### config.mk
export PLATFORM = sky130hd
export DESIGN_NAME = rotary_encoder_switch_decoder_core_flat
export DESIGN_NICKNAME = d
export VERILOG_FILES = /design/src/rtl/core/recsd_pkg.sv /design/src/rtl/core/recsd_in_if.sv /design/src/rtl/core/recsd_out_if.sv /design/src/rtl/core/recsd_switch.sv /design/src/rtl/core/recsd_turn.sv /design/src/rtl/core/rotary_encoder_switch_decoder_core.sv /design/src/flat_wrapper.sv
export SDC_FILE = /design/constraint.sdc
export NUM_CORES = 1
export LEC_CHECK = 0
export ABC_CLOCK_PERIOD_IN_PS = 7400
export BUFFER_PORTS_ARGS = -buffer_cell sky130_fd_sc_hd__buf_2
export CORE_MARGIN = 2
export CORE_UTILIZATION = 45
export CTS_BUF_LIST = sky130_fd_sc_hd__clkbuf_4 sky130_fd_sc_hd__clkbuf_8 sky130_fd_sc_hd__clkbuf_16
export DETAILED_ROUTE_END_ITERATION = 16
export PLACE_DENSITY = 0.69
export REMOVE_ABC_BUFFERS = 1
export SETUP_SLACK_MARGIN = 0.2
export SYNTH_ARGS = -nofsm -noshare
export SYNTH_HDL_FRONTEND = slang
export SYNTH_SLANG_ARGS = --single-unit
### constraint.sdc
create_clock -name i_clk -period 7.4 [get_ports i_clk]
set_input_delay 0.74 -clock i_clk [delete_from_list [all_inputs] [get_ports i_clk]]
set_output_delay 0.74 -clock i_clk [all_outputs]
set_load 0.005 [all_outputs]
### src/rtl/core/recsd_pkg.sv
`timescale 1ns / 1ps
// ----------------------------------------------------------------------------
// Rotary encoder and switch decoder package
// Shared types, event codes, register indexes and transition codes.
// ----------------------------------------------------------------------------
package recsd_pkg;

    // Width of the press counter.
    localparam int COUNT_BITS = 16;
    localparam int THR_BITS   = 16;
    // Common width for comparing the counter with the hold threshold.
    localparam int CMP_BITS   = (COUNT_BITS > THR_BITS) ? COUNT_BITS : THR_BITS;

    localparam logic [THR_BITS-1:0] HOLD_THR_RESET = THR_BITS'(100);

    typedef enum logic [2:0] {
        EV_NONE    = 3'd0,
        EV_PRESS   = 3'd1,
        EV_HOLD    = 3'd2,
        EV_RELEASE = 3'd3,
        EV_UP      = 3'd4,
        EV_DOWN    = 3'd5
    } t_event;

    // Configuration register indexes.
    localparam logic CFG_FAST_STEP      = 1'b0;
    localparam logic CFG_HOLD_THRESHOLD = 1'b1;

    // Transition words, new phase in the upper pair and last phase in the lower.
    localparam logic [3:0] TR_UP_32   = 4'b10_11;
    localparam logic [3:0] TR_UP_20   = 4'b00_10;
    localparam logic [3:0] TR_UP_01   = 4'b01_00;
    localparam logic [3:0] TR_UP_13   = 4'b11_01;
    localparam logic [3:0] TR_DOWN_23 = 4'b11_10;
    localparam logic [3:0] TR_DOWN_31 = 4'b01_11;
    localparam logic [3:0] TR_DOWN_02 = 4'b10_00;
    localparam logic [3:0] TR_DOWN_10 = 4'b00_01;

    typedef struct packed {
        logic                fast_step;
        logic [THR_BITS-1:0] hold_threshold;
    } t_cfg;

endpackage

### src/rtl/core/recsd_in_if.sv
`timescale 1ns / 1ps
// ----------------------------------------------------------------------------
// Scan request channel
// Carries one scan sample: the two phase levels and the switch level.
// ----------------------------------------------------------------------------
interface recsd_in_if;
    logic       valid;
    logic       ready;
    logic [1:0] quad_bits;
    logic       switch_pressed;

    modport source (output valid, output quad_bits, output switch_pressed, input ready);
    modport sink   (input valid, input quad_bits, input switch_pressed, output ready);
endinterface

### src/rtl/core/recsd_out_if.sv
`timescale 1ns / 1ps
// ----------------------------------------------------------------------------
// Event result channel
// Carries one event code per scan.
// ----------------------------------------------------------------------------
interface recsd_out_if;
    logic       valid;
    logic       ready;
    logic [2:0] event_code;

    modport source (output valid, output event_code, input ready);
    modport sink   (input valid, input event_code, output ready);
endinterface

### src/rtl/core/recsd_switch.sv
`timescale 1ns / 1ps
// ----------------------------------------------------------------------------
// Push switch tracker
// Keeps the switch memory, press counter and release mask, and reports
// press, hold and release events.
// ----------------------------------------------------------------------------
module recsd_switch
    import recsd_pkg::*;
(
    input  logic   i_clk,
    input  logic   i_rst_n,
    input  logic   i_step,
    input  logic   i_pressed,
    input  t_cfg   i_cfg,
    output t_event o_event
);

    logic                  r_mem;
    logic                  r_mask;
    logic [COUNT_BITS-1:0] r_count;
    logic                  n_mem;
    logic                  n_mask;
    logic [COUNT_BITS-1:0] n_count;

    logic [COUNT_BITS-1:0] base;
    logic [COUNT_BITS-1:0] inc;
    logic [CMP_BITS-1:0]   thr_x;

    assign thr_x = CMP_BITS'(i_cfg.hold_threshold);

    always_comb begin
        n_mem   = r_mem;
        n_mask  = r_mask;
        n_count = r_count;
        o_event = EV_NONE;
        // A fresh press restarts the count from zero.
        base    = r_mem ? r_count : '0;
        inc     = base + COUNT_BITS'(1);
        if (i_pressed) begin
            n_mem   = 1'b1;
            n_count = base;
            if (!r_mem) begin
                o_event = EV_PRESS;
            end
            if ((CMP_BITS'(base) < thr_x) && !(&base)) begin
                n_count = inc;
                if (CMP_BITS'(inc) == thr_x) begin
                    o_event = EV_HOLD;
                    n_mask  = 1'b1;
                end
            end
        end else if (r_mem) begin
            n_mem = 1'b0;
            if (r_mask) begin
                n_mask = 1'b0;
            end else if (CMP_BITS'(r_count) < thr_x) begin
                o_event = EV_RELEASE;
            end
        end
    end

    always_ff @(posedge i_clk) begin
        if (!i_rst_n) begin
            r_mem   <= 1'b0;
            r_mask  <= 1'b0;
            r_count <= '0;
        end else if (i_step) begin
            r_mem   <= n_mem;
            r_mask  <= n_mask;
            r_count <= n_count;
        end
    end

endmodule

### src/rtl/core/recsd_turn.sv
`timescale 1ns / 1ps
// ----------------------------------------------------------------------------
// Quadrature phase decoder
// Holds the last phase pair and decodes a change into an up or down step.
// ----------------------------------------------------------------------------
module recsd_turn
    import recsd_pkg::*;
(
    input  logic       i_clk,
    input  logic       i_rst_n,
    input  logic       i_step,
    input  logic [1:0] i_phase,
    input  logic       i_fast_step,
    output t_event     o_event
);

    logic [1:0] r_last;
    logic [3:0] word;

    assign word = {i_phase, r_last};

    always_comb begin
        o_event = EV_NONE;
        if (i_fast_step) begin
            case (word)
                TR_UP_32, TR_UP_20, TR_UP_01, TR_UP_13:         o_event = EV_UP;
                TR_DOWN_23, TR_DOWN_31, TR_DOWN_02, TR_DOWN_10: o_event = EV_DOWN;
                default:                                        o_event = EV_NONE;
            endcase
        end else begin
            case (word)
                TR_UP_32:   o_event = EV_UP;
                TR_DOWN_23: o_event = EV_DOWN;
                default:    o_event = EV_NONE;
            endcase
        end
    end

    // Unchanged phases decode to no step, so the pair is simply stored each scan.
    always_ff @(posedge i_clk) begin
        if (!i_rst_n) begin
            r_last <= 2'b00;
        end else if (i_step) begin
            r_last <= i_phase;
        end
    end

endmodule

### src/rtl/core/rotary_encoder_switch_decoder_core.sv
`timescale 1ns / 1ps
// ----------------------------------------------------------------------------
// Rotary encoder and switch decoder core
// Turns scan samples of a quadrature encoder with push switch into events.
// ----------------------------------------------------------------------------
// Usage:
// Each request on i_req carries one scan: the two phase levels and the
// switch level. For every request exactly one event code leaves on o_evt:
// none, press, hold, release, up or down. A step event replaces a switch
// event of the same scan.
// A request is registered on acceptance in the input register, and its event
// is computed from there into the output register when that register is
// empty or its event is being taken. One request is taken every cycle while
// the receiver takes events; the input register and the output register form
// a two-entry pipeline, so the block keeps taking requests while a finished
// event still waits.
// When o_evt stalls, the event is held, one more request is absorbed in the
// input register, then i_req.ready drops until the receiver takes the event.
// Reset empties both registers, clears the phase and switch state, and sets
// fast_step to 0 and hold_threshold to 100. The user must write registers
// through i_cfg_we, i_cfg_index and i_cfg_data only while the block is idle; the block does not enforce this.
// ----------------------------------------------------------------------------
module rotary_encoder_switch_decoder_core
    import recsd_pkg::*;
(
    input  logic                i_clk,
    input  logic                i_rst_n,
    recsd_in_if.sink            i_req,
    recsd_out_if.source         o_evt,
    input  logic                i_cfg_we,
    input  logic                i_cfg_index,
    input  logic [THR_BITS-1:0] i_cfg_data
);

    t_cfg       r_cfg;
    logic       r_s1_valid;
    logic [1:0] r_s1_quad;
    logic       r_s1_pressed;
    logic       r_out_valid;
    t_event     r_out_event;

    logic   out_load;
    logic   s1_adv;
    logic   in_ready;
    t_event sw_event;
    t_event turn_event;
    t_event n_event;

    assign out_load = !r_out_valid || o_evt.ready;
    assign s1_adv   = r_s1_valid && out_load;
    assign in_ready = !r_s1_valid || out_load;

    assign i_req.ready      = in_ready;
    assign o_evt.valid      = r_out_valid;
    assign o_evt.event_code = r_out_event;

    always_ff @(posedge i_clk) begin
        if (!i_rst_n) begin
            r_cfg.fast_step      <= 1'b0;
            r_cfg.hold_threshold <= HOLD_THR_RESET;
        end else if (i_cfg_we) begin
            case (i_cfg_index)
                CFG_FAST_STEP:      r_cfg.fast_step      <= i_cfg_data[0];
                CFG_HOLD_THRESHOLD: r_cfg.hold_threshold <= i_cfg_data;
                default:            r_cfg                <= r_cfg;
            endcase
        end
    end

    always_ff @(posedge i_clk) begin
        if (!i_rst_n) begin
            r_s1_valid <= 1'b0;
        end else if (i_req.valid && in_ready) begin
            r_s1_valid <= 1'b1;
        end else if (s1_adv) begin
            r_s1_valid <= 1'b0;
        end
    end

    always_ff @(posedge i_clk) begin
        if (i_req.valid && in_ready) begin
            r_s1_quad    <= i_req.quad_bits;
            r_s1_pressed <= i_req.switch_pressed;
        end
    end

    recsd_switch u_switch (
        .i_clk     (i_clk),
        .i_rst_n   (i_rst_n),
        .i_step    (s1_adv),
        .i_pressed (r_s1_pressed),
        .i_cfg     (r_cfg),
        .o_event   (sw_event)
    );

    recsd_turn u_turn (
        .i_clk       (i_clk),
        .i_rst_n     (i_rst_n),
        .i_step      (s1_adv),
        .i_phase     (r_s1_quad),
        .i_fast_step (r_cfg.fast_step),
        .o_event     (turn_event)
    );

    assign n_event = (turn_event != EV_NONE) ? turn_event : sw_event;

    always_ff @(posedge i_clk) begin
        if (!i_rst_n) begin
            r_out_valid <= 1'b0;
        end else if (s1_adv) begin
            r_out_valid <= 1'b1;
        end else if (o_evt.ready) begin
            r_out_valid <= 1'b0;
        end
    end

    always_ff @(posedge i_clk) begin
        if (s1_adv) begin
            r_out_event <= n_event;
        end
    end

    // Back pressure on the request side only when the input register is full.
    a_ready_full: assert property (@(posedge i_clk) disable iff (!i_rst_n)
        !in_ready |-> (r_s1_valid && r_out_valid && !o_evt.ready))
        else $error("request side stalled without a full pipeline");

    // A waiting event is never overwritten.
    a_no_overwrite: assert property (@(posedge i_clk) disable iff (!i_rst_n)
        (r_out_valid && !o_evt.ready) |-> !s1_adv)
        else $error("pending event overwritten");

    // A new event appears only after a scan left the input register.
    a_rose_from_adv: assert property (@(posedge i_clk) disable iff (!i_rst_n)
        $rose(r_out_valid) |-> $past(s1_adv))
        else $error("event appeared without a scan");

endmodule

### src/flat_wrapper.sv
// flat-port wrapper written by rule: the top's interface ports become plain ports
module rotary_encoder_switch_decoder_core_flat import recsd_pkg::*;
  (i_clk, i_rst_n, i_cfg_we, i_cfg_index, i_cfg_data, i_req_valid, i_req_quad_bits, i_req_switch_pressed, i_req_ready, o_evt_valid, o_evt_event_code, o_evt_ready);
  recsd_in_if i_req_i ();
  recsd_out_if o_evt_i ();
  input  logic i_clk;
  input  logic i_rst_n;
  input  logic i_cfg_we;
  input  logic i_cfg_index;
  input  logic [THR_BITS-1:0] i_cfg_data;
  input wire logic [$bits(i_req_i.valid)-1:0] i_req_valid;
  input wire logic [$bits(i_req_i.quad_bits)-1:0] i_req_quad_bits;
  input wire logic [$bits(i_req_i.switch_pressed)-1:0] i_req_switch_pressed;
  output wire logic [$bits(i_req_i.ready)-1:0] i_req_ready;
  output wire logic [$bits(o_evt_i.valid)-1:0] o_evt_valid;
  output wire logic [$bits(o_evt_i.event_code)-1:0] o_evt_event_code;
  input wire logic [$bits(o_evt_i.ready)-1:0] o_evt_ready;
  assign i_req_i.valid = i_req_valid;
  assign i_req_i.quad_bits = i_req_quad_bits;
  assign i_req_i.switch_pressed = i_req_switch_pressed;
  assign i_req_ready = i_req_i.ready;
  assign o_evt_valid = o_evt_i.valid;
  assign o_evt_event_code = o_evt_i.event_code;
  assign o_evt_i.ready = o_evt_ready;
  rotary_encoder_switch_decoder_core u_core (.i_clk(i_clk), .i_rst_n(i_rst_n), .i_req(i_req_i), .o_evt(o_evt_i), .i_cfg_we(i_cfg_we), .i_cfg_index(i_cfg_index), .i_cfg_data(i_cfg_data));
endmodule
# ---- After elaboration in Yosys (flattened, before gate mapping)
# Memories as Yosys holds them, arrays and structs flattened.
# Cells that the tools add are included.
dict set report op_classes {
  mux 21
  eq_ne 5
  reduce_logical 17
  n_addsub 1
  magnitude_cmp 2
  bitwise 1
}
# cell count
set op_table {}
lappend op_table {{< comparator 16 bit} 2}
lappend op_table {{two-way mux 16 bit} 2}
lappend op_table {{adder 16 x 1 -> 16 bit (second input constant)} 1}
lappend op_table {{equality test 16 bit} 1}
lappend op_table {{AND reduction 16 bit} 1}
lappend op_table {{two-way mux 3 bit} 5}
lappend op_table {{two-way mux 1 bit} 10}
lappend op_table {{equality test 4 bit (second input constant)} 2}
lappend op_table {{two-way mux 2 bit} 3}
lappend op_table {{case mux 3 bit (2 select lines)} 1}
lappend op_table {{AND reduction 2 bit} 3}
lappend op_table {{nonzero test 2 bit} 3}
lappend op_table {{!= test 2 bit (second input constant)} 2}
lappend op_table {{AND reduction 4 bit} 1}
lappend op_table {{logical AND 1 bit} 3}
lappend op_table {{zero test 1 bit} 3}
lappend op_table {{nonzero test 3 bit} 1}
lappend op_table {{logical OR 1 bit} 2}
lappend op_table {{inverter 1 bit} 1}
dict set report word_totals {
  input_bits 25
  regBits 45
  output_inout_bits 5
  n_memories 1
  rom_bits 32
}
# memory words word_bits rd rd_ports_with_merged_regs wr line_no
set mem_list {}
lappend mem_list {{(name not given)} 16 2 1 0 0 recsd_turn.sv:25} ;# case (word)

# ---- Logic depth before layout (Yosys ltp)
dict set report logic_depth {
  word_depth 7
  depth_mapped 15
  mapped_depth_nobuf 10
}

# ---- Cells and area by module
# Synthesis repeated with hierarchy kept, for this count alone.
dict set report hier_totals {
  hier_cells 419
  hier_area_um2 3525.9
}
# module seq_area_each_um2 cells_each area_per_inst_um2 n_inst
set modules_own_cells {}
lappend modules_own_cells {recsd_switch 360.3 296 2268.4 1}
lappend modules_own_cells {rotary_encoder_switch_decoder_core 560.5 99 1023.5 1}
lappend modules_own_cells {recsd_turn 40.0 24 234.0 1}

# ---- Worst setup path before layout
# Ideal clock, no wire load.
dict set report synth_path {
  path_type {register to register}
  startpoint {register u_core.u_switch.r_mem}
  endpoint {register u_core.u_switch.r_count[14]}
  synth_period_minus_slack_ps 2955
  stages_incl_launch_ff 15
  arrival_time_ps 2833
  n_path_buf 4
  t_required_ps 7278
  setup_slack_ps 4445
  path_cell_list {dfxtp_1 > buf_4 > clkbuf_1 > clkbuf_1 > nand2_1 > inv_1 > ha_1 > a21oi_1 > o21ai_0 > a221oi_1 > nor2_1 > or2_1 > buf_4 > o211a_1 > a311o_1}
}
dict set report synth_between {
  elab_chain_cells 5
  elab_cells_between_ends 7
  classes_between {add/sub (1); order compare (1); mux (2); reduce/logical (3)}
}
# element line_no
set synth_lines {}
lappend synth_lines {{start, declared} recsd_switch.sv:18} ;# logic r_mem;
lappend synth_lines {{start signal, assigned} recsd_switch.sv:68} ;# r_mem <= n_mem;
lappend synth_lines {{two-way mux 16 bit *} recsd_switch.sv:37} ;# base = r_mem ? r_count : '0;
lappend synth_lines {{branches (longest 3 deep; another with < comparator 16 bit)} n/a}
lappend synth_lines {{two-way mux 16 bit *} recsd_switch.sv:45} ;# if ((CMP_BITS'(base) < thr_x) && !(&base)) begin
lappend synth_lines {{end signal, assigned} recsd_switch.sv:70} ;# r_count <= n_count;
lappend synth_lines {{end, declared} recsd_switch.sv:20} ;# logic [COUNT_BITS-1:0] r_count;
# Mark *: on every way between the ends.
# A chain may end at the register's enable or synchronous reset.

# ---- Final worst setup path
dict set report layout_path {
  startpoint {register u_core.u_switch.r_mem}
  endpoint {register u_core.r_out_event[0] (netlist: u_core.o_evt.event_code[0]), data pin}
}
dict set report layout_between {
  elab_chain_cells 7
  elab_cells_between_ends 13
  classes_between {add/sub (1); order compare (1); eq/ne (1); mux (7); reduce/logical (3)}
}
# element line_no
set layout_lines {}
lappend layout_lines {{two-way mux 16 bit} recsd_switch.sv:37}
lappend layout_lines {{adder 16 x 1 -> 16 bit / AND reduction 16 bit (equally long branches)} {recsd_switch.sv:38, recsd_switch.sv:45}}
lappend layout_lines {{equality test 16 bit / zero test 1 bit (equally long branches)} {recsd_switch.sv:47, recsd_switch.sv:45}}
lappend layout_lines {{two-way mux 3 bit / logical AND 1 bit (equally long branches)} {recsd_switch.sv:47, recsd_switch.sv:45}}
lappend layout_lines {{two-way mux 3 bit} recsd_switch.sv:45}
lappend layout_lines {{two-way mux 3 bit *} recsd_switch.sv:39} ;# if (i_pressed) begin
lappend layout_lines {{two-way mux 3 bit *} rotary_encoder_switch_decoder_core.sv:105} ;# assign n_event = (turn_event != EV_NONE) ? turn_event : sw_event;
lappend layout_lines {{named net u_core.n_event[0]} rotary_encoder_switch_decoder_core.sv:47} ;# t_event n_event;
lappend layout_lines {{end signal, assigned} rotary_encoder_switch_decoder_core.sv:119} ;# r_out_event <= n_event;
lappend layout_lines {{end, declared} rotary_encoder_switch_decoder_core.sv:40} ;# t_event r_out_event;
# Mark *: on every way through the listed nets, which the timed path passes. The rest lies on a longest branch.

==> parameters.txt <==
Parameter                              Value

Clocking
  Cells resized by post-CTS repair    0
  CTS tree    done
  CTS Root Cell    sky130_fd_sc_hd__clkbuf_8
  Clock sink count    45
  Maximum number of buffers from clock root to sink    2
  Count of hold buffers inserted by post-cts repair    0
  Worst skew pair latency    0.31 ns
  Number of buffers inserted by post-CTS setup repair    0
  Level count of the clock H-tree    2
  Number of buffers created by CTS    5
  Clock transition at the registers of the reported paths    0.10 ns

Critical path
  Worst path required time    7.47 ns
  Critical path type    flip-flop to flip-flop
  Data arrival at the endpoint of the critical path    4.00 ns
  Terminus of the critical flop-to-flop path    u_core.o_evt.event_code[0]$_DFFE_PP_
  Critical Path Max Stage Delay    0.82 ns
  Reg-to-reg setup timing slack    3.47 ns
  Critical Path Start Type    flip-flop
  Crit path max-delay cell type    sky130_fd_sc_hd__nor2_1
  Source of the worst register-to-register timing path    u_core.u_switch.r_mem$_SDFFE_PN0P_
  Most Frequent Cell on Critical Path    sky130_fd_sc_hd__nor2_1
  Depth of the worst register-to-register path    10
  Critical Path Sink Type    flip-flop
  Chain of cells forming the critical path    buf_4 -> nand2_1 -> inv_2 -> ha_1 -> and4_1 -> a221oi_1 -> nor2_1 -> nor2_1 -> nand4_1 -> o22a_1
  Highest fanout seen on the critical path    21

Synth
  Combinational family with the most area after synthesis    simple AND/OR/NAND/NOR gates
  Count of state elements after synthesis    45
  Post-synthesis share of cell area spent on and, or, nand and nor gates    27.88%
  Fraction of the yosys area taken by sequential cells    27.14%
  Share of synthesized flip-flops with an asynchronous set or reset    0%
  Adder and majority cell fraction of the synthesized area    12.37%
  Distinct cells, synth    65
  Compound-gate portion of the synthesized area    18.30%
  Synthesized area per cell    8.066 um^2
  Post-Synth XOR/XNOR Area    5.830%
  Post-Syn Instances    439
  Area of the mapped netlist    0.003541 mm^2
  Mux cell area share after synthesis    2.297%
  Flip-flop cell with the highest count after synthesis    sky130_fd_sc_hd__dfxtp_1
  Total number of yosys warnings    0
  Number of enable flip-flop cells after synthesis    6

Hold path
  Origin of the worst min-delay path    u_core.r_cfg[13]$_SDFFE_PN0P_
  Hold crit path type    flip-flop to flip-flop
  Endpoint, Worst Hold    u_core.r_cfg[13]$_SDFFE_PN0P_
  Hold Path Cell Cnt    2

Floorplanning
  Vertical die dimension    92.71 um
  Effective utilization at floorplan    46.06%
  Die width    92.71 um
  Area of the placeable core    0.007687 mm^2
  Boundary Pins    30
  Row cnt    32
  Die outline area    0.008594 mm^2

Timing
  Endpoints failing setup    0
  Setup repair after global routing missed its margin    false
  Worst-Margin Slew    1.075 ns
  Fmax achieved    254.5 MHz
  Fin crit share    53.11%
  Final setup TNS    0 ns
  Post-route setup slack    3.470 ns
  Remaining max-slew budget at the tightest pin    28.05%
  Final Max Tran Viols    0
  Final critical path time including I/O delays and setup    3.930 ns
  Layout Skew    0.006885 ns
  Final hold violation count    0

Place
  Post-detail-place hpwl    6627 um
  Worst slack, placed    3.546 ns
  Last weighted congestion value of the routability-driven placer    0.9451
  PortBufs    29
  Placed insts    547

Route
  Router iterations before antenna repair    4
  DRC errors left    0
  Iter 0 DRT Violations    158
  Routed wire length    9135 um
  Total vias in the final route    3247
  Mean number of vias per cell    5.850
  Routed wire per std cell    16.46 um
  Post-route antenna net violation count    0

Global route
  Maximum number of pins on one net before global-route repair    26
  Via count of the first global-routing pass    2951
  Overall track demand over capacity in global routing    22.10%
  First-pass GRT wire length    15010 um
  Initial antenna violation count    0
  GRT overflow    0

Pwr
  Clock share of power    33.1%
  Power per unit of standard cell area    130.8 mW/mm^2
  Net switching fraction of the power    29.11%
  Sw Pwr    0.1451 mW
  Lkg Pwr    1.591 nW
  IR drop worst, VDD    0.09212 mV
  Tot Pwr    0.4983 mW
  Cell internal pwr    0.3533 mW
  Portion of total power attributed to sequential cells    53.2%
  Proportion of power drawn by combinational gates    13.7%

Finish
  Util after Layout    49.54%
  Layout cells sized above 1    11.26%
  Area Growth Syn to Fin    7.562%
  Layout filler cell count    789
  Inserted Diodes    0
  Nets@finish    512
  Number of standard cells in the final layout excluding fillers    555

Job
  Maximum Capacitance Violations    0

Status
  Result of the run    completed
how the worst max path moves through the flow:
stage | from | to | slack (ns) | cells after the start
global placement | u_core.u_switch.r_mem$_SDFFE_PN0P_ | u_core.o_evt.event_code[0]$_DFFE_PP_ | 3.61 | 10
global route | u_core.u_switch.r_mem$_SDFFE_PN0P_ | u_core.o_evt.event_code[0]$_DFFE_PP_ | 3.17 | 11
floorplan | u_core.u_switch.r_mem$_SDFFE_PN0P_ | u_core.o_evt.event_code[0]$_DFFE_PP_ | 4.18 | 9
detailed placement | u_core.u_switch.r_mem$_SDFFE_PN0P_ | u_core.o_evt.event_code[0]$_DFFE_PP_ | 3.55 | 10
finish | u_core.u_switch.r_mem$_SDFFE_PN0P_ | u_core.o_evt.event_code[0]$_DFFE_PP_ | 3.47 | 10
CTS | u_core.u_switch.r_mem$_SDFFE_PN0P_ | u_core.o_evt.event_code[0]$_DFFE_PP_ | 3.52 | 10
state kept, by name, indices dropped and copies added, names as in the netlist:
| signal | count |
|---|---|
| u_core.u_switch.r_mask | 1 |
| u_core.r_s1_valid | 1 |
| u_core.r_s1_pressed | 1 |
| u_core.u_switch.r_count | 16 |
| u_core.u_switch.r_mem | 1 |
| u_core.o_evt.event_code | 3 |
| u_core.u_turn.r_last | 2 |
| u_core.r_s1_quad | 2 |
| u_core.r_cfg | 17 |
| u_core.o_evt.valid | 1 |
cell usage in the layout (no fill, tap or decap), types with 7 or more instances in the layout:
| cell | count |
|---|---|
| sky130_fd_sc_hd__mux2i_1 | 7 |
| sky130_fd_sc_hd__nand4_1 | 12 |
| sky130_fd_sc_hd__and2_1 | 15 |
| sky130_fd_sc_hd__nor2_1 | 18 |
| sky130_fd_sc_hd__ha_1 | 35 |
| sky130_fd_sc_hd__dfxtp_1 | 39 |
| sky130_fd_sc_hd__buf_2 | 29 |
| sky130_fd_sc_hd__nand3_1 | 21 |
| sky130_fd_sc_hd__a21oi_1 | 33 |
| sky130_fd_sc_hd__inv_1 | 29 |
| sky130_fd_sc_hd__nand2_1 | 60 |
| sky130_fd_sc_hd__o21ai_0 | 10 |
| sky130_fd_sc_hd__o211ai_1 | 7 |
| sky130_fd_sc_hd__xnor2_1 | 18 |
cells in the mapped netlist, types with 3 or more instances:
master / number / area [um^2]
sky130_fd_sc_hd__a211o_1: 4 / 35.03
sky130_fd_sc_hd__a21boi_0: 4 / 30.03
sky130_fd_sc_hd__a21o_1: 4 / 30.03
sky130_fd_sc_hd__a21oi_1: 33 / 165.2
sky130_fd_sc_hd__a31oi_1: 5 / 31.28
sky130_fd_sc_hd__and2_1: 15 / 93.84
sky130_fd_sc_hd__and3_1: 6 / 37.54
sky130_fd_sc_hd__and4_1: 4 / 35.03
sky130_fd_sc_hd__buf_2: 7 / 35.03
sky130_fd_sc_hd__clkbuf_1: 14 / 52.55
sky130_fd_sc_hd__dfxtp_1: 39 / 780.8
sky130_fd_sc_hd__edfxtp_1: 6 / 180.2
sky130_fd_sc_hd__ha_1: 35 / 437.9
sky130_fd_sc_hd__inv_1: 29 / 108.9
sky130_fd_sc_hd__mux2i_1: 7 / 70.07
sky130_fd_sc_hd__nand2_1: 60 / 225.2
sky130_fd_sc_hd__nand2b_1: 3 / 18.77
sky130_fd_sc_hd__nand3_1: 21 / 105.1
sky130_fd_sc_hd__nand3b_1: 3 / 22.52
sky130_fd_sc_hd__nand4_1: 12 / 75.07
sky130_fd_sc_hd__nor2_1: 18 / 67.56
sky130_fd_sc_hd__nor2b_1: 6 / 37.54
sky130_fd_sc_hd__nor3_1: 3 / 15.01
sky130_fd_sc_hd__nor4_1: 5 / 31.28
sky130_fd_sc_hd__nor4_2: 3 / 37.54
sky130_fd_sc_hd__o2111ai_1: 3 / 26.28
sky130_fd_sc_hd__o211ai_1: 7 / 52.55
sky130_fd_sc_hd__o21a_1: 6 / 45.04
sky130_fd_sc_hd__o21ai_0: 10 / 50.05
sky130_fd_sc_hd__o21ai_1: 3 / 15.01
sky130_fd_sc_hd__o31a_1: 3 / 26.28
sky130_fd_sc_hd__o31ai_1: 3 / 22.52
sky130_fd_sc_hd__or4_1: 5 / 37.54
sky130_fd_sc_hd__xnor2_1: 18 / 157.7
sky130_fd_sc_hd__xor2_1: 3 / 26.28
critical path: cells and delay by family, from the launching register on:
kind	cells	cell delay [ns]
DFF	1	0.71
buffers and inverters	2	0.51
adders and majority gates	1	0.27
AOI/OAI and AO/OA	2	0.54
and+or+nand+nor	5	1.65
final cells by class:
cell class / count / area (um^2) / area share (%)
Multi-Input combinational cell: 340 / 2361 / 61.99
Sequential cell: 45 / 960.9 / 25.23
Timing Repair Buffer: 30 / 152.6 / 4.008
Tap cell: 102 / 127.6 / 3.351
Inverter: 30 / 112.6 / 2.957
Clock buffer: 5 / 68.82 / 1.807
Clock inverter: 3 / 25.02 / 0.6570
metal layers:
layer,track usage (%),part of all wire (%),wire (um)
met1,30.71,45,4147
met2,35.40,47,4313
met3,3.499,5.6,516
met4,6.618,1.7,159
met5,0,0,0
cells by family after synthesis:
family                     Yosys count
adders and majority gates           35
and+or+nand+nor                    176
buffers and inverters               54
AOI/OAI and AO/OA                   99
muxes                                8
DFF                                 45
xor gates and xnor gates            22
through the flow:
stage,hold slack (ns),cell area [um^2]
detailed placement,0.4508,3715
CTS,0.4644,3809
global placement,0.4451,3715
floorplan,0.4363,3435
global route,0.4855,3809
finish,0.4636,3809
power by group through the flow:
stage,clock [mW],combinational (mW),sequential [mW]
finish,0.165,0.0683,0.265
global route,0.181,0.0774,0.267
CTS,0.169,0.0689,0.265
detailed placement,0,0.0683,0.271
global placement,0,0.0670,0.271
floorplan,0,0.0434,0.269
Power figures use the tool's default switching activity.
